**config.mk**
```make
export PLATFORM = sky130hd
export DESIGN_NAME = jpeg_scan_restuffer
export DESIGN_NICKNAME = d
export VERILOG_FILES = /design/src/hw/rtl/jsr_pkg.sv /design/src/hw/rtl/jsr_datapath.sv /design/src/hw/rtl/jsr_ctrl.sv /design/src/hw/rtl/jpeg_scan_restuffer.sv
export SDC_FILE = /design/constraint.sdc
export NUM_CORES = 1
export LEC_CHECK = 0
export ABC_AREA = 1
export CELL_PAD_IN_SITES_DETAIL_PLACEMENT = 1
export CELL_PAD_IN_SITES_GLOBAL_PLACEMENT = 1
export CORE_MARGIN = 2
export CORE_UTILIZATION = 50
export CTS_CLUSTER_DIAMETER = 60
export DETAILED_ROUTE_END_ITERATION = 10
export DONT_BUFFER_PORTS = 1
export GPL_TIMING_DRIVEN = 0
export MAX_ROUTING_LAYER = met4
export PLACE_DENSITY_LB_ADDON = 0.1
export SLEW_MARGIN = 10
export SYNTH_ARGS = -nofsm -noshare
export SYNTH_HDL_FRONTEND = slang
export SYNTH_SLANG_ARGS = --single-unit
```
**constraint.sdc**
```tcl
create_clock -name clk -period 4.1 [get_ports clk]
set_input_delay 0.41 -clock clk [delete_from_list [all_inputs] [get_ports clk]]
set_output_delay 0.41 -clock clk [all_outputs]
set_load 0.005 [all_outputs]
```
**src/hw/rtl/jsr_pkg.sv**
```systemverilog
// Shared types, constants and control structs for the JPEG scan restuffer.
package jsr_pkg;

	localparam int HOLD_DEPTH = 30;
	localparam int HOLD_AW    = $clog2(HOLD_DEPTH);
	localparam int HOLD_CW    = $clog2(HOLD_DEPTH + 1);

	localparam logic [7:0] BYTE_FF   = 8'hFF;
	localparam logic [7:0] BYTE_SOI  = 8'hD8;
	localparam logic [7:0] BYTE_EOI  = 8'hD9;
	localparam logic [7:0] BYTE_SOS  = 8'hDA;
	localparam logic [7:0] BYTE_ZERO = 8'h00;

	localparam logic [2:0] ST_OK       = 3'd0;
	localparam logic [2:0] ST_NO_SOI   = 3'd1;
	localparam logic [2:0] ST_BAD_MARK = 3'd2;
	localparam logic [2:0] ST_NO_SCAN  = 3'd3;
	localparam logic [2:0] ST_NO_EOI   = 3'd4;
	localparam logic [2:0] ST_OVERFLOW = 3'd5;

	typedef enum logic [2:0] {
		PH_SOI0, PH_SOI1, PH_MARK, PH_MCODE, PH_LENH, PH_LENL, PH_SKIP, PH_SCAN
	} phase_t;

	typedef enum logic [1:0] {
		PL_NONE, PL_HDR, PL_SCAN, PL_COMMIT
	} plan_t;

	typedef enum logic [2:0] {
		SEL_EMB, SEL_FF, SEL_ZERO, SEL_EOI, SEL_HOLD
	} sel_t;

	typedef enum logic [3:0] {
		CS_IDLE, CS_STEP, CS_EM_HDR, CS_EM_SCAN, CS_EM_ZERO,
		CS_C_FF, CS_C_FF0, CS_C_D9, CS_C_HOLD, CS_C_HOLD0,
		CS_ENDCHK, CS_E_FF, CS_E_D9, CS_FIN, CS_ERR
	} ctl_state_t;

	typedef struct packed {
		logic load;
		logic step;
		logic emit;
		sel_t sel;
		logic mark_last;
		logic idx_inc;
		logic end_check;
		logic push_err;
		logic clear;
	} jsr_cmd_t;

	typedef struct packed {
		plan_t plan;
		logic  last;
		logic  err;
		logic  end_fail;
		logic  slot_free;
		logic  emb_ff;
		logic  hold_ff;
		logic  hold_done;
	} jsr_sts_t;

endpackage

```
**src/hw/rtl/jsr_datapath.sv**
```systemverilog
// Datapath: parse state, hold store, output counter and output register.
module jsr_datapath (
	input  logic              clk,
	input  logic              arst_n,
	input  jsr_pkg::jsr_cmd_t cmd,
	output jsr_pkg::jsr_sts_t sts,
	input  logic [7:0]        data_byte,
	input  logic              last_byte,
	input  logic              cfg_write,
	input  logic [23:0]       cfg_data,
	output logic              out_valid,
	input  logic              out_ready,
	output logic [7:0]        out_byte,
	output logic              out_last,
	output logic [2:0]        status
);
	import jsr_pkg::*;

	phase_t              phase_q, ph_n;
	logic [15:0]         skip_q, skip_n;
	logic [7:0]          lenh_q, lenh_n;
	logic [7:0]          mark_q, mark_n;
	logic [7:0]          prev_q, prev_n;
	logic                pv_q, pv_n;
	logic                fp_q, fp_n;
	logic                cand_q, cand_n;
	logic [HOLD_CW-1:0]  hc_q, hc_n;
	logic [2:0]          err_q, err_n;
	logic [23:0]         cap_q;
	logic [23:0]         cnt_q;
	logic [7:0]          x_q;
	logic                last_q;
	logic [7:0]          emb_q, emb_n;
	logic [HOLD_CW-1:0]  n_q, n_n;
	logic [HOLD_CW-1:0]  idx_q;
	logic [HOLD_CW-1:0]  idx_n;
	logic [7:0]          hold_mem [HOLD_DEPTH];
	logic                hwr;
	plan_t               plan;
	logic [15:0]         len;
	logic [15:0]         skip_m1;
	phase_t              seg_end;
	logic [2:0]          end_code;
	logic [7:0]          sel_byte;
	logic [7:0]          hold_rd_q;
	logic                slot_free;
	logic                do_emit;
	logic                ovf;
	logic                out_valid_q;
	logic [7:0]          out_byte_q;
	logic                out_last_q;
	logic [2:0]          status_q;

	assign len     = {lenh_q, x_q};
	assign skip_m1 = skip_q - 16'd1;
	assign seg_end = (mark_q == BYTE_SOS) ? PH_SCAN : PH_MARK;

	// Next commit index, so the registered hold read tracks idx_q
	assign idx_n = cmd.clear ? idx_q :
		cmd.step ? '0 :
		cmd.idx_inc ? idx_q + HOLD_CW'(1) : idx_q;

	// Work out the effect of the latched byte on the parse state
	always_comb begin
		ph_n   = phase_q;
		skip_n = skip_q;
		lenh_n = lenh_q;
		mark_n = mark_q;
		prev_n = prev_q;
		pv_n   = pv_q;
		fp_n   = fp_q;
		cand_n = cand_q;
		hc_n   = hc_q;
		err_n  = err_q;
		emb_n  = x_q;
		n_n    = '0;
		hwr    = 1'b0;
		plan   = PL_NONE;
		if (err_q == ST_OK) begin
			if (phase_q == PH_SCAN) begin
				if (!pv_q) begin
					prev_n = x_q;
					pv_n   = 1'b1;
				end else if (prev_q == BYTE_FF && x_q == BYTE_EOI) begin
					if (cand_q && hc_q != '0) begin
						plan = PL_COMMIT;
						n_n  = hc_q - HOLD_CW'(1);
						fp_n = 1'b0;
					end
					cand_n = 1'b1;
					hc_n   = '0;
					prev_n = BYTE_EOI;
				end else if (cand_q) begin
					if (!last_q) begin
						hwr    = 1'b1;
						prev_n = x_q;
						if (hc_q == HOLD_CW'(HOLD_DEPTH - 1)) begin
							plan   = PL_COMMIT;
							n_n    = HOLD_CW'(HOLD_DEPTH - 1);
							fp_n   = 1'b0;
							cand_n = 1'b0;
							hc_n   = '0;
						end else begin
							hc_n = hc_q + HOLD_CW'(1);
						end
					end
				end else begin
					plan   = PL_SCAN;
					emb_n  = prev_q;
					fp_n   = 1'b0;
					prev_n = x_q;
				end
			end else begin
				unique case (phase_q)
					PH_SOI0: begin
						if (x_q != BYTE_FF) err_n = ST_NO_SOI;
						else begin
							plan = PL_HDR;
							ph_n = PH_SOI1;
						end
					end
					PH_SOI1: begin
						if (x_q != BYTE_SOI) err_n = ST_NO_SOI;
						else begin
							plan = PL_HDR;
							ph_n = PH_MARK;
						end
					end
					PH_MARK: begin
						if (x_q != BYTE_FF) err_n = ST_BAD_MARK;
						else begin
							plan = PL_HDR;
							ph_n = PH_MCODE;
						end
					end
					PH_MCODE: begin
						plan = PL_HDR;
						if (x_q == BYTE_FF) ph_n = PH_MCODE;
						else if (x_q == BYTE_SOI || x_q == BYTE_EOI) ph_n = PH_MARK;
						else begin
							mark_n = x_q;
							ph_n   = PH_LENH;
						end
					end
					PH_LENH: begin
						plan   = PL_HDR;
						lenh_n = x_q;
						ph_n   = PH_LENL;
					end
					PH_LENL: begin
						if (len < 16'd2) err_n = ST_BAD_MARK;
						else begin
							plan   = PL_HDR;
							skip_n = len - 16'd2;
							ph_n   = (len == 16'd2) ? seg_end : PH_SKIP;
						end
					end
					default: begin
						plan   = PL_HDR;
						skip_n = skip_m1;
						if (skip_m1 == 16'd0) ph_n = seg_end;
					end
				endcase
			end
		end
	end

	// Check the block ending
	always_comb begin
		if (phase_q == PH_SOI0 || phase_q == PH_SOI1) end_code = ST_NO_SOI;
		else if (phase_q != PH_SCAN || !pv_q) end_code = ST_NO_SCAN;
		else if (!cand_q || fp_q) end_code = ST_NO_EOI;
		else end_code = ST_OK;
	end

	// Select the byte to emit
	always_comb begin
		case (cmd.sel)
			SEL_FF:   sel_byte = BYTE_FF;
			SEL_ZERO: sel_byte = BYTE_ZERO;
			SEL_EOI:  sel_byte = BYTE_EOI;
			SEL_HOLD: sel_byte = hold_rd_q;
			default:  sel_byte = emb_q;
		endcase
	end

	assign slot_free = !out_valid_q || out_ready;
	assign ovf       = cnt_q >= cap_q;
	assign do_emit   = cmd.emit && err_q == ST_OK && !ovf;

	// Parse state, counters and error code
	always_ff @(posedge clk or negedge arst_n) begin
		if (!arst_n) begin
			phase_q <= PH_SOI0;
			skip_q  <= '0;
			lenh_q  <= '0;
			mark_q  <= '0;
			prev_q  <= '0;
			pv_q    <= 1'b0;
			fp_q    <= 1'b1;
			cand_q  <= 1'b0;
			hc_q    <= '0;
			err_q   <= ST_OK;
			cnt_q   <= '0;
			cap_q   <= 24'hFFFFFF;
			idx_q   <= '0;
			n_q     <= '0;
		end else begin
			if (cfg_write) cap_q <= cfg_data;
			if (cmd.clear) begin
				phase_q <= PH_SOI0;
				skip_q  <= '0;
				lenh_q  <= '0;
				mark_q  <= '0;
				prev_q  <= '0;
				pv_q    <= 1'b0;
				fp_q    <= 1'b1;
				cand_q  <= 1'b0;
				hc_q    <= '0;
				err_q   <= ST_OK;
				cnt_q   <= '0;
			end else if (cmd.step) begin
				phase_q <= ph_n;
				skip_q  <= skip_n;
				lenh_q  <= lenh_n;
				mark_q  <= mark_n;
				prev_q  <= prev_n;
				pv_q    <= pv_n;
				fp_q    <= fp_n;
				cand_q  <= cand_n;
				hc_q    <= hc_n;
				err_q   <= err_n;
				n_q     <= n_n;
				idx_q   <= '0;
			end else begin
				if (cmd.emit && err_q == ST_OK && ovf) err_q <= ST_OVERFLOW;
				if (do_emit) cnt_q <= cnt_q + 24'd1;
				if (cmd.end_check && err_q == ST_OK) err_q <= end_code;
				if (cmd.idx_inc) idx_q <= idx_q + HOLD_CW'(1);
			end
		end
	end

	// Latch the accepted transaction and the byte chosen by the step
	always_ff @(posedge clk) begin
		if (cmd.load) begin
			x_q    <= data_byte;
			last_q <= last_byte;
		end
		if (cmd.step) emb_q <= emb_n;
	end

	// Hold store: write on the step, read at the next commit index
	always_ff @(posedge clk) begin
		if (cmd.step && hwr) hold_mem[hc_q[HOLD_AW-1:0]] <= x_q;
		hold_rd_q <= hold_mem[idx_n[HOLD_AW-1:0]];
	end

	// Output register
	always_ff @(posedge clk or negedge arst_n) begin
		if (!arst_n) begin
			out_valid_q <= 1'b0;
		end else if (do_emit || cmd.push_err) begin
			out_valid_q <= 1'b1;
		end else if (out_ready) begin
			out_valid_q <= 1'b0;
		end
	end

	always_ff @(posedge clk) begin
		if (cmd.push_err) begin
			out_byte_q <= BYTE_ZERO;
			out_last_q <= 1'b1;
			status_q   <= err_q;
		end else if (do_emit) begin
			out_byte_q <= sel_byte;
			out_last_q <= cmd.mark_last;
			status_q   <= ST_OK;
		end
	end

	assign out_valid = out_valid_q;
	assign out_byte  = out_byte_q;
	assign out_last  = out_last_q;
	assign status    = status_q;

	assign sts.plan      = plan;
	assign sts.last      = last_q;
	assign sts.err       = err_q != ST_OK;
	assign sts.end_fail  = end_code != ST_OK;
	assign sts.slot_free = slot_free;
	assign sts.emb_ff    = emb_q == BYTE_FF;
	assign sts.hold_ff   = hold_rd_q == BYTE_FF;
	assign sts.hold_done = idx_q == n_q;

	a_hold_bound: assert property (@(posedge clk) disable iff (!arst_n)
		hc_q < HOLD_CW'(HOLD_DEPTH)) else $error("hold count out of range");
	a_err_sticky: assert property (@(posedge clk) disable iff (!arst_n)
		(err_q != ST_OK && !cmd.clear) |=> err_q == $past(err_q))
		else $error("error code changed before block end");
	a_no_overwrite: assert property (@(posedge clk) disable iff (!arst_n)
		(do_emit || cmd.push_err) |-> slot_free)
		else $error("output register overwritten");
	a_idx_bound: assert property (@(posedge clk) disable iff (!arst_n)
		idx_q <= n_q) else $error("commit index past count");

endmodule

```
**src/hw/rtl/jsr_ctrl.sv**
```systemverilog
// Controller: sequences the step and the output bytes of each transaction.
module jsr_ctrl (
	input  logic              clk,
	input  logic              arst_n,
	input  logic              in_valid,
	output logic              in_ready,
	input  jsr_pkg::jsr_sts_t sts,
	output jsr_pkg::jsr_cmd_t cmd
);
	import jsr_pkg::*;

	ctl_state_t state_q, state_n;
	ctl_state_t post;

	always_ff @(posedge clk or negedge arst_n) begin
		if (!arst_n) state_q <= CS_IDLE;
		else state_q <= state_n;
	end

	assign post = sts.last ? CS_ENDCHK : CS_IDLE;

	// Next state and commands
	always_comb begin
		state_n  = state_q;
		cmd      = '0;
		cmd.sel  = SEL_EMB;
		in_ready = 1'b0;
		unique case (state_q)
			CS_IDLE: begin
				in_ready = 1'b1;
				if (in_valid) begin
					cmd.load = 1'b1;
					state_n  = CS_STEP;
				end
			end
			CS_STEP: begin
				cmd.step = 1'b1;
				unique case (sts.plan)
					PL_HDR:    state_n = CS_EM_HDR;
					PL_SCAN:   state_n = CS_EM_SCAN;
					PL_COMMIT: state_n = CS_C_FF;
					default:   state_n = post;
				endcase
			end
			CS_EM_HDR: if (sts.slot_free) begin
				cmd.emit = 1'b1;
				state_n  = post;
			end
			CS_EM_SCAN: if (sts.slot_free) begin
				cmd.emit = 1'b1;
				state_n  = sts.emb_ff ? CS_EM_ZERO : post;
			end
			CS_EM_ZERO: if (sts.slot_free) begin
				cmd.emit = 1'b1;
				cmd.sel  = SEL_ZERO;
				state_n  = post;
			end
			CS_C_FF: if (sts.slot_free) begin
				cmd.emit = 1'b1;
				cmd.sel  = SEL_FF;
				state_n  = CS_C_FF0;
			end
			CS_C_FF0: if (sts.slot_free) begin
				cmd.emit = 1'b1;
				cmd.sel  = SEL_ZERO;
				state_n  = CS_C_D9;
			end
			CS_C_D9: if (sts.slot_free) begin
				cmd.emit = 1'b1;
				cmd.sel  = SEL_EOI;
				state_n  = CS_C_HOLD;
			end
			CS_C_HOLD: begin
				if (sts.hold_done) state_n = post;
				else if (sts.slot_free) begin
					cmd.emit = 1'b1;
					cmd.sel  = SEL_HOLD;
					if (sts.hold_ff) state_n = CS_C_HOLD0;
					else cmd.idx_inc = 1'b1;
				end
			end
			CS_C_HOLD0: if (sts.slot_free) begin
				cmd.emit    = 1'b1;
				cmd.sel     = SEL_ZERO;
				cmd.idx_inc = 1'b1;
				state_n     = CS_C_HOLD;
			end
			CS_ENDCHK: begin
				cmd.end_check = 1'b1;
				state_n = (sts.err || sts.end_fail) ? CS_ERR : CS_E_FF;
			end
			CS_E_FF: if (sts.slot_free) begin
				cmd.emit = 1'b1;
				cmd.sel  = SEL_FF;
				state_n  = CS_E_D9;
			end
			CS_E_D9: if (sts.slot_free) begin
				cmd.emit      = 1'b1;
				cmd.sel       = SEL_EOI;
				cmd.mark_last = 1'b1;
				state_n       = CS_FIN;
			end
			CS_FIN: begin
				if (sts.err) state_n = CS_ERR;
				else begin
					cmd.clear = 1'b1;
					state_n   = CS_IDLE;
				end
			end
			CS_ERR: if (sts.slot_free) begin
				cmd.push_err = 1'b1;
				cmd.clear    = 1'b1;
				state_n      = CS_IDLE;
			end
			default: state_n = CS_IDLE;
		endcase
	end

endmodule

```
**src/hw/rtl/jpeg_scan_restuffer.sv**
```systemverilog
// Top level of the JPEG scan restuffer: controller plus datapath.
//
// Input channel (in_valid/in_ready, data_byte, last_byte) takes one byte of
// an unstuffed JPEG block per transaction, last_byte set on the final byte.
// Output channel (out_valid/out_ready, out_byte, out_last, status) gives the
// restuffed stream; out_last marks the final transaction of a block, which
// carries the closing D9 or, after an error, a status-only result.
// The config channel (cfg_valid/cfg_ready, cfg_data) sets the output byte
// budget; write it only between blocks.
// Sequence: a byte is accepted, then parsed, then each output byte it
// releases is emitted once the output register is free. A committed
// end-marker candidate gives FF 00 D9 and the held bytes, each FF with a
// 00 after it (at most 61 output bytes); the final byte adds FF D9 or status.
// Only one byte is in flight; the single output register is the limit.
// Reset clears all parse state and sets the budget to its maximum. While the
// receiver stalls the output register holds and the sequencer waits.
module jpeg_scan_restuffer (
	input  logic        clk,
	input  logic        arst_n,
	input  logic        in_valid,
	output logic        in_ready,
	input  logic [7:0]  data_byte,
	input  logic        last_byte,
	output logic        out_valid,
	input  logic        out_ready,
	output logic [7:0]  out_byte,
	output logic        out_last,
	output logic [2:0]  status,
	input  logic        cfg_valid,
	output logic        cfg_ready,
	input  logic [23:0] cfg_data
);
	import jsr_pkg::*;

	jsr_cmd_t cmd;
	jsr_sts_t sts;

	assign cfg_ready = 1'b1;

	jsr_ctrl u_ctrl (
		.clk      (clk),
		.arst_n   (arst_n),
		.in_valid (in_valid),
		.in_ready (in_ready),
		.sts      (sts),
		.cmd      (cmd)
	);

	jsr_datapath u_dp (
		.clk       (clk),
		.arst_n    (arst_n),
		.cmd       (cmd),
		.sts       (sts),
		.data_byte (data_byte),
		.last_byte (last_byte),
		.cfg_write (cfg_valid & cfg_ready),
		.cfg_data  (cfg_data),
		.out_valid (out_valid),
		.out_ready (out_ready),
		.out_byte  (out_byte),
		.out_last  (out_last),
		.status    (status)
	);

endmodule
```
[Word-level counts from Yosys, hierarchy flattened]
Memories as Yosys holds them, arrays and structs flattened. A register that Yosys moved wholly into a read port is not among the register bits.
Index checks and enable logic that the tools add are counted.
Word-level totals
  flip-flop bits (word level): 146
  RAM bits: 240
  input port bits: 38
  word-level logic and storage cells: 332
  memories kept: 1
Memory list
  u_dp.hold_mem: words 30, width 8, read ports 1, clocked after Yosys merged registers in 1, wr ports 1, line jsr_datapath.sv:37  | logic [7:0] hold_mem [HOLD_DEPTH];
Cells by class
  add/sub/neg operators: 6
  $lt $le $gt $ge: 2
  equality and inequality tests: 72
  muxes and demuxes: 171
  bitwise operators: 1
  reduce and logical (&&, ||, !) cells: 57
Operators with widths (number)
  8-bit two-way mux: 25
  5-bit two-way mux: 21
  3-bit two-way mux: 29
  16-bit two-way mux: 5
  4-bit two-way mux: 20
  24-bit two-way mux: 3
  8-bit == test, second input constant: 7
  4-bit one-hot mux with 13 select lines: 1
  1-bit two-way mux: 48
  16-bit one-hot mux with 2 select lines: 1
  8-bit one-hot mux with 4 select lines: 1
  3-bit inequality test, second input constant: 10
  4-bit == test, second input constant: 7
  24-bit by 1-bit adder with 24-bit output, second input constant: 1
  24-bit greater-or-equal comparator: 1
  4-bit inequality test, second input constant: 6
  2-bit two-way mux: 9
  2-bit by 1-bit inequality test with 1-bit output, second input constant: 9
  3-bit one-hot mux with 6 select lines: 1
  2-bit nonzero test: 9
  16-bit by 2-bit == test with 1-bit output, second input constant: 1
  4-bit by 3-bit == test with 1-bit output, second input constant: 4
  16-bit logical NOT: 1
  16-bit by 2-bit less-than comparator with 1-bit output, second input constant: 1
  45 further kinds: 88

[Logic depth before layout (Yosys ltp)]
Gate-level depths: netlist (run 1).
  depth in word-level cells: 11
  depth in mapped cells: 19
  mapped depth without buffers: 18

[By module]
A second synthesis (run 1) with hierarchy kept.
Second synthesis, totals
  cell total of the unflattened synthesis: 2048
  area total of the unflattened synthesis: 19404.9 um^2
Modules (own cells, without submodules)
  jsr_datapath: instances 1, cells an instance 1887, area an instance 18571.6 um^2, sequential area each 11006.8 um^2
  jsr_ctrl: instances 1, cells an instance 159, area an instance 822.0 um^2, sequential area each 100.1 um^2
  jpeg_scan_restuffer: instances 1, cells an instance 2, area an instance 11.3 um^2, sequential area each 0.0 um^2

[Least setup slack after synthesis (run 1)]
Ideal clock, no wire load.
  path kind: register -> register
  from: register u_dp.x_q[4]
  to: register u_ctrl.state_q[1]
  library setup time: 126 ps
  arrival: 2961 ps
  data required time: 3974 ps
  slack: 1013 ps
  cell stages (with the launch flop): 19
  buffers on the path: 1
  period minus slack after synthesis: 3087 ps
  path through: edfxtp_1 inv_1 nor2_1 nand3_1 nor3_1 nand2_1 buf_2 inv_1 a31oi_1 o31ai_1 nand3_1 inv_1 ha_1 nand2_1 o21ai_0 nor4_1 o21ai_0 nand2_1 o21ai_0
On the way
  word-level cells in the longest chain between the ends: 9
  elaborated cells between the ends (all ways): 18
  classes of those cells: order compare: 1; eq/ne: 6; mux: 10; reduce/logical: 1
RTL lines
  from (decl): line jsr_datapath.sv:31  | logic [7:0] x_q;
  from (signal assigned): line jsr_datapath.sv:247  | x_q <= data_byte;
  branches (longest 4 deep; another with 16-bit by 2-bit less-than comparator with 1-bit output)
  2-bit two-way mux (*): line jsr_datapath.sv:80  | if (phase_q == PH_SCAN) begin
  2-bit two-way mux (*): line jsr_datapath.sv:79  | if (err_q == ST_OK) begin
  2-bit == test or 2-bit by 1-bit == test with 1-bit output (tied branches): line jsr_ctrl.sv:38  | unique case (sts.plan)
  4-bit one-hot mux with 3 select lines (*): line jsr_ctrl.sv:38
  4-bit one-hot mux with 13 select lines (*): line jsr_ctrl.sv:28  | unique case (state_q)
  to (signal assigned): line jsr_ctrl.sv:17  | else state_q <= state_n;
  to (decl): line jsr_ctrl.sv:12  | ctl_state_t state_q, state_n;
Every way passes the cells marked *.
A chain may end at the register's enable or synchronous reset.

[Worst setup path after layout (run 1)]
  from: register u_dp.phase_q[2]
  to: memory u_dp.hold_mem[12][3], enable pin
On the way
  word-level cells in the longest chain between the ends: 6
RTL lines
  from (decl): line jsr_datapath.sv:19  | phase_t phase_q, ph_n;
  from (signal assigned): line jsr_datapath.sv:223  | phase_q <= ph_n;
  3-bit == test: line jsr_datapath.sv:80
  1-bit two-way mux: line jsr_datapath.sv:80
  1-bit two-way mux: line jsr_datapath.sv:79
  1-bit logical AND: line jsr_datapath.sv:255  | if (cmd.step && hwr) hold_mem[hc_q[HOLD_AW-1:0]] <= x_q;
  1-bit two-way mux: line jsr_datapath.sv:255
  1-bit two-way mux (not written as such): line jsr_datapath.sv:255
  to (decl): line jsr_datapath.sv:37
No other way between the ends.

==> impl_metrics.csv, run 1 <==
group,metric,value,unit
run_status,status,"finished clean",
global_route,antenna_found_initial,2,
logic_synthesis,ys_types,54,
clocking,path_clk_slew,0.06,ns
critical_path,rrSetupSlack,0.23,ns
power,p_comb_share,39.8,%
final_layout,area.growth.synth_to_final,14.45,%
placement,post-dp-hpwl,45450,µm
critical_path,cp-end-kind,"flip-flop",
floorplan,io_pins,53,
timing,finalCritPeriodShare,94.28,%
final_layout,seqCellArea,0.01111,mm²
drt,dr.pass1.iters,7,
logic_synthesis,synth_top_area_cell,"edfxtp_1",
logic_synthesis,synth_area_leaders,"edfxtp_1 40%, dfrtp_1 12%, nand2_1 8.3%",
drt,ant_nets,0,
timing,final_max_slew_viol_count,0,
global_route,grt_pass1_wl,101400,µm
critical_path,reg2reg_from,"u_dp.phase_q[2]$_DFFE_PN0P_",
logic_synthesis,syn-num-nets,2272,
power,sequentialPowerShare,32.8,%
timing,finalSetupViolations,0,
critical_path,cp_slowest_stage_delay,0.97,ns
logic_synthesis,synth_edf_count,260,
logic_synthesis,ys.flop_type,"edfxtp_1",
critical_path,crit_required,4.29,ns
final_layout,nFillCells,4503,
critical_path,path_max_fanout,10,
global_route,overflow,0,
drt,routedWlPerCell,22.96,µm
logic_synthesis,synth_most_common_cell,"nand2_1",
drt,vias,16550,
floorplan,fp.dieArea,0.04107,mm²
placement,place.port_buffers,0,
timing,hold_violations,0,
hold_path,min_path_cells,3,
timing,fin_skew,0.02245,ns
global_route,gr-usage-all-layers,33.24,%
power,p_int,9035,µW
job,cap_violations,0,
logic_synthesis,syn_inst,2196,
final_layout,final_cells,2852,
final_layout,drive_gt1_share,9.305,%
timing,slew_headroom,29.04,%
power,switchingPower,6527,µW
power,p_sw_share,41.94,%
clocking,clock-root-buffer,"clkbuf_16",
clocking,clk_latency,0.59,ns
logic_synthesis,netlist_area,0.01973,mm²
floorplan,rows,72,
timing,fmax,258.7,MHz
critical_path,cp.buffers_inverters,5,
drt,totalWireLength,65480,µm
critical_path,crit_family,"simple AND/OR/NAND/NOR gates",
timing,rsz0062_at_grt,"no",
hold_path,hold_class,"in -> reg",
drt,drt_iter0_markers,1353,
floorplan,start_util,50.82,%
logic_synthesis,synthArstFlopShare,29.70,%
logic_synthesis,yosys_warnings,0,
final_layout,nets,2373,
clocking,clock_path_buffers,3,
placement,dp.cells,2726,
floorplan,core,0.03883,mm²
logic_synthesis,synth_top_area_share,39.57,%
hold_path,min_from,"out_ready",
drt,viasPerCell,5.804,
power,power_density,689.1,mW/mm²
logic_synthesis,syn_avg_cell_area,8.985,µm²
floorplan,die_w,202.7,µm
clocking,htreeDepth,2,
critical_path,path_common_cell,"nor2_1",
logic_synthesis,yosys-top-cells-count,"437 x nand2_1, 354 x inv_1, 260 x edfxtp_1",
placement,place.gp.congestion,0.9134,
clocking,cts_tree,"built",
logic_synthesis,yosysSeqAreaShare,56.29,%
critical_path,r2r-end,"u_dp.hold_mem[12][3]$_DFFE_PP_",
hold_path,hold_end,"u_dp.out_valid$_DFFE_PN0P_",
power,ir_drop,0.0004743,V
timing,tightest_slew,1.060,ns
floorplan,chipHeight,202.7,µm
critical_path,worstPathCellList,"buf_2, inv_2, nor2_1, inv_1, nor2_1, inv_1, nor2_1, inv_1, nor3_2, nand2_1, nor2_1",
global_route,grt_max_degree,118,
power,p_clk_share,27.4,%
final_layout,multi_input_area,0.006783,mm²
critical_path,critPathSlowestCell,"nor2_1",
clocking,clkSinkCount,394,
final_layout,post-route-util,58.16,%
power,leakage,0.009827,µW
clocking,numCtsBuffers,45,
drt,drc,0,
critical_path,critPathLaunchType,"flip-flop",
global_route,grt_pass1_vias,17520,
critical_path,rr_worst_depth,11,
logic_synthesis,ys_ff_latch,394,
timing,finalCriticalPeriod,3.865,ns
critical_path,worstSetupPathType,"reg -> reg",
critical_path,arrival,4.06,ns
==> state kept, by name, indices dropped and copies added, names as in the netlist, 3 cells and up <==
name            cells
u_dp.n_q            5
u_dp.hc_q           5
u_dp.cnt_q         24
u_dp.mark_q         8
u_dp.idx_q          5
u_dp.emb_q          8
u_dp.x_q            8
u_ctrl.state_q      4
u_dp.hold_rd_q      8
u_dp.err_q          3
u_dp.skip_q        16
u_dp.prev_q         8
u_dp.status         3
u_dp.lenh_q         8
u_dp.out_byte       8
u_dp.cap_q         24
u_dp.hold_mem     240
u_dp.phase_q        3
==> power groups by stage <==
| stage | Combinational [µW] | Clock, µW | Sequential (µW) |
|---|---|---|---|
| floorplan | 3760 | 0 | 5080 |
| global placement | 5470 | 0 | 5330 |
| detailed placement | 5880 | 0 | 5200 |
| CTS | 6070 | 4280 | 5090 |
| global route | 6740 | 4440 | 5140 |
| finish | 6200 | 4260 | 5100 |
==> through the flow <==
step                cell area [µm²]  setup WS (ns)  setup TNS (ns)  power, µW  hold WS, ns
floorplan                     19730          1.013               0       8847       0.1144
global placement              20380        -0.4620          -2.482      10800       0.1205
detailed placement            20610       -0.06591        -0.06591      11080       0.1192
CTS                           22540         0.1510               0      15450       0.1692
global route                  22580        0.01516               0      16320       0.2055
finish                        22580         0.2347               0      15560       0.1858
==> cells in the final DEF, fill, tap and decap left out, types with 6 or more instances in the layout <==
cell type / count
nand2_1: 437
inv_1: 354
edfxtp_1: 260
nand3_1: 246
nor2_1: 147
nand4_1: 126
o21ai_0: 119
dfrtp_1: 92
buf_2: 55
a21oi_1: 53
clkbuf_16: 45
nor3_1: 42
clkbuf_1: 42
ha_1: 38
dlygate4sd3_1: 34
dfstp_2: 25
xor2_1: 24
dfxtp_1: 17
o22ai_1: 14
buf_4: 13
inv_2: 11
nor4_1: 10
mux2_2: 9
clkinv_1: 8
buf_8: 8
a31oi_1: 7
bufinv_16: 7
o31ai_1: 6
==> how the worst max path moves through the flow <==
stage	from	endpoint	depth (start not counted)	slack (ns)
global route	u_dp.phase_q[2]$_DFFE_PN0P_	u_dp.hold_mem[12][6]$_DFFE_PP_	11	0.02
CTS	u_dp.x_q[6]$_DFFE_PP_	u_ctrl.state_q[1]$_DFFE_PN0P_	19	0.15
floorplan	u_dp.x_q[4]$_DFFE_PP_	u_ctrl.state_q[1]$_DFFE_PN0P_	18	1.01
finish	u_dp.phase_q[2]$_DFFE_PN0P_	u_dp.hold_mem[12][3]$_DFFE_PP_	11	0.23
global placement	u_dp.x_q[4]$_DFFE_PP_	u_ctrl.state_q[1]$_DFFE_PN0P_	18	-0.46
detailed placement	u_dp.x_q[5]$_DFFE_PP_	u_ctrl.state_q[1]$_DFFE_PN0P_	19	-0.07
==> metal layers <==
metal	wire, µm	up-vias	share of wire [%]	track usage (%)
met1	25970	8325	40	38.87
met3	3101	137	4.7	3.836
met2	33840	502	52	58.40
met5	0	-	0	-
met4	2560	0	3.9	13.56
li1	-	7588	-	-
==> cell families after synthesis <==
kind of cell               after synthesis  share of synthesized area (%)
and+or+nand+nor                       1037                          23.81
buffers and inverters                  465                          9.366
DFF                                    394                          56.29
AOI/OAI and AO/OA                      227                          6.481
adders and majority gates               38                          2.410
xor gates and xnor gates                25                          1.110
muxes                                    9                         0.5136
other                                    1                        0.01901
==> tightest hold or removal path, delay by kind of cell <==
kind | cells | cell delay (ns)
buf+inv | 1 | 0.16
simple gates | 2 | 0.14
==> repair_timing <==
action	in CTS	in global routing
gates resized for setup	0	1
hold buffers	35	0
pin swaps	0	0
setup buffers	4	3
endpoints found under the hold margin	150	0
endpoints found under the setup margin	1	2
==> layout make-up <==
type / instances / share of cell area (%)
flip-flops and latches: 394 / 49.18
clock inverters: 26 / 1.513
repair buffers: 54 / 2.936
well taps: 518 / 2.870
clock buffers: 56 / 5.258
diodes: 2 / 0.02216
plain buffers: 98 / 2.083
multi-input cells: 1337 / 30.03
inverters: 367 / 6.100
Power figures use the tool's default switching activity.
==> run 2: changes to the inputs <==
==> constraint.sdc (replaced) <==
create_clock -name clk -period 4.1 [get_ports clk]
set_input_delay 0.205 -clock clk [delete_from_list [all_inputs] [get_ports clk]]
set_output_delay 0.205 -clock clk [all_outputs]
set_load 0.005 [all_outputs]
==> impl_metrics.csv, run 2 (same netlist as run 1, synthesis figures left out) <==
group,metric,value,unit
timing,final_max_slew_viol_count,0,
critical_path,worstSetupPathType,"reg -> reg",
final_layout,drive_gt1_share,9.297,%
critical_path,critPathLaunchType,"flip-flop",
timing,finalCritPeriodShare,93.78,%
final_layout,nets,2375,
power,switchingPower,6528,µW
drt,dr.pass1.iters,5,
drt,vias,16560,
final_layout,area.growth.synth_to_final,14.55,%
global_route,grt_max_degree,118,
timing,fin_ws,0.2552,ns
clocking,clock_path_buffers,3,
timing,fmax,260.1,MHz
floorplan,rows,72,
timing,finalSetupViolations,0,
timing,slew_headroom,30.99,%
run_status,status,"finished clean",
floorplan,chipHeight,202.7,µm
clocking,clkSinkCount,394,
timing,tightest_slew,1.031,ns
clocking,clock-root-buffer,"clkbuf_16",
placement,dp.cells,2726,
critical_path,arrival,4.04,ns
floorplan,core,0.03883,mm²
power,ir_drop,0.0004756,V
drt,drc,0,
floorplan,io_pins,53,
clocking,numCtsBuffers,45,
power,power_density,688.6,mW/mm²
timing,fin_skew,0.02306,ns
placement,place.gp.congestion,0.9134,
clocking,path_clk_slew,0.06,ns
power,p_int,9036,µW
clocking,clk_latency,0.59,ns
critical_path,crit_required,4.30,ns
power,p_sw_share,41.94,%
clocking,htreeDepth,2,
placement,pre_cts_ws,-0.06591,ns
global_route,grt_pass1_vias,17530,
final_layout,nFillCells,4508,
global_route,overflow,0,
drt,drt_iter0_markers,1343,
timing,rsz0062_at_grt,"no",
floorplan,die_w,202.7,µm
global_route,antenna_found_initial,2,
placement,place.port_buffers,0,
drt,ant_nets,0,
final_layout,layout_common_cells,"437 x nand2_1, 354 x inv_1, 260 x edfxtp_1, 246 x nand3_1, 147 x nor2_1",
critical_path,path_max_fanout,10,
power,p_total,15560,µW
final_layout,mostFrequentLayoutCell,"nand2_1",
final_layout,largest_reg_flops,240,
drt,totalWireLength,65470,µm
floorplan,start_util,50.82,%
floorplan,fp.dieArea,0.04107,mm²
job,cap_violations,0,
clocking,cts_tree,"built",
final_layout,final_cells,2854,
placement,post-dp-hpwl,45450,µm
power,p_clk_share,27.4,%
power,leakage,0.009836,µW
global_route,gr-usage-all-layers,33.27,%
final_layout,post-route-util,58.21,%
power,p_comb_share,39.8,%
drt,routedWlPerCell,22.94,µm
timing,hold_violations,0,
timing,finalCriticalPeriod,3.845,ns
hold_path,hold_class,"in -> reg",
critical_path,cp-end-kind,"flip-flop",
drt,viasPerCell,5.801,
global_route,grt_pass1_wl,101500,µm
power,sequentialPowerShare,32.8,%
-- run 2: changes by cell type in the layout (fill, tap and decap cells not counted) --
| cell | previous run | this run |
|---|---|---|
| dlygate4sd3_1 | 34 | 36 |
-- run 2: worst paths after layout --
check,startpoint,to,slack (ns),cells past startpoint
setup reg to reg,u_dp.phase_q[2]$_DFFE_PN0P_,u_dp.hold_mem[12][3]$_DFFE_PP_,0.26,11
min in group asynchronous,arst_n,u_dp.cnt_q[1]$_DFFE_PN0P_,0.21,2
hold / removal,cfg_valid,u_dp.cap_q[7]$_DFFE_PN1P_,0.06,2
setup / recovery,u_dp.phase_q[2]$_DFFE_PN0P_,u_dp.hold_mem[12][3]$_DFFE_PP_,0.26,11
max in group asynchronous,arst_n,u_dp.out_valid$_DFFE_PN0P_,3.33,2
hold reg to reg,u_dp.fp_q$_DFFE_PN1P_,u_dp.fp_q$_DFFE_PN1P_,0.47,2
-- run 2: timing repair --
action,in CTS,in global routing
pin swaps,0,0
buffers inserted,4,3
endpoints found under the setup margin,1,2
gates resized for setup,0,1
endpoints found under the hold margin,152,0
hold buffers,37,0
-- run 2: routing by layer --
layer	part of all wire [%]	wire (µm)	track usage (%)	vias to the layer above
met5	0	0	-	-
met4	3.8	2517	13.32	0
met3	5.0	3253	3.820	136
met2	52	33940	58.66	491
met1	39	25760	38.86	8332
li1	-	-	-	7597
-- run 2: area by class of cell --
cell class	instances	area (µm²)	area share, %
antenna	2	5.005	0.02214
timing repair buffer	56	683.2	3.022
tap	518	648.1	2.867
inverter	367	1378	6.095
buffer	98	470.5	2.081
clock buffer	56	1187	5.253
sequential	394	11110	49.14
clock inverter	26	341.6	1.511
multi-input combinational	1337	6783	30.01
-- run 2: power by group through the flow --
stage / clock network, µW / registers, µW / logic [µW]
3_3_place_gp: 0 / 5330 / 5470
2_1_floorplan: 0 / 5080 / 3760
4_1_cts: 4280 / 5090 / 6080
6_report: 4260 / 5100 / 6200
3_5_place_dp: 0 / 5200 / 5880
5_1_grt: 4440 / 5140 / 6740
-- run 2: worst max-delay path, cell delays in order (launching register included) --
cell     delay (ns)
dfrtp_1        0.31
buf_2          0.22
inv_2          0.12
nor2_1         0.26
inv_1          0.12
nor2_1         0.23
inv_1          0.12
nor2_1         0.22
inv_1          0.14
nor3_2         0.32
nand2_1        0.46
nor2_1         0.94
-- run 2: per-stage QoR --
stage	cell area (µm²)	setup TNS, ns	hold WS (ns)
2_1_floorplan	19730	0	-0.09059
3_3_place_gp	20380	-2.482	-0.08446
3_5_place_dp	20610	-0.06591	-0.08585
4_1_cts	22560	0	0.001996
5_1_grt	22600	0	0.09169
6_report	22600	0	0.06423
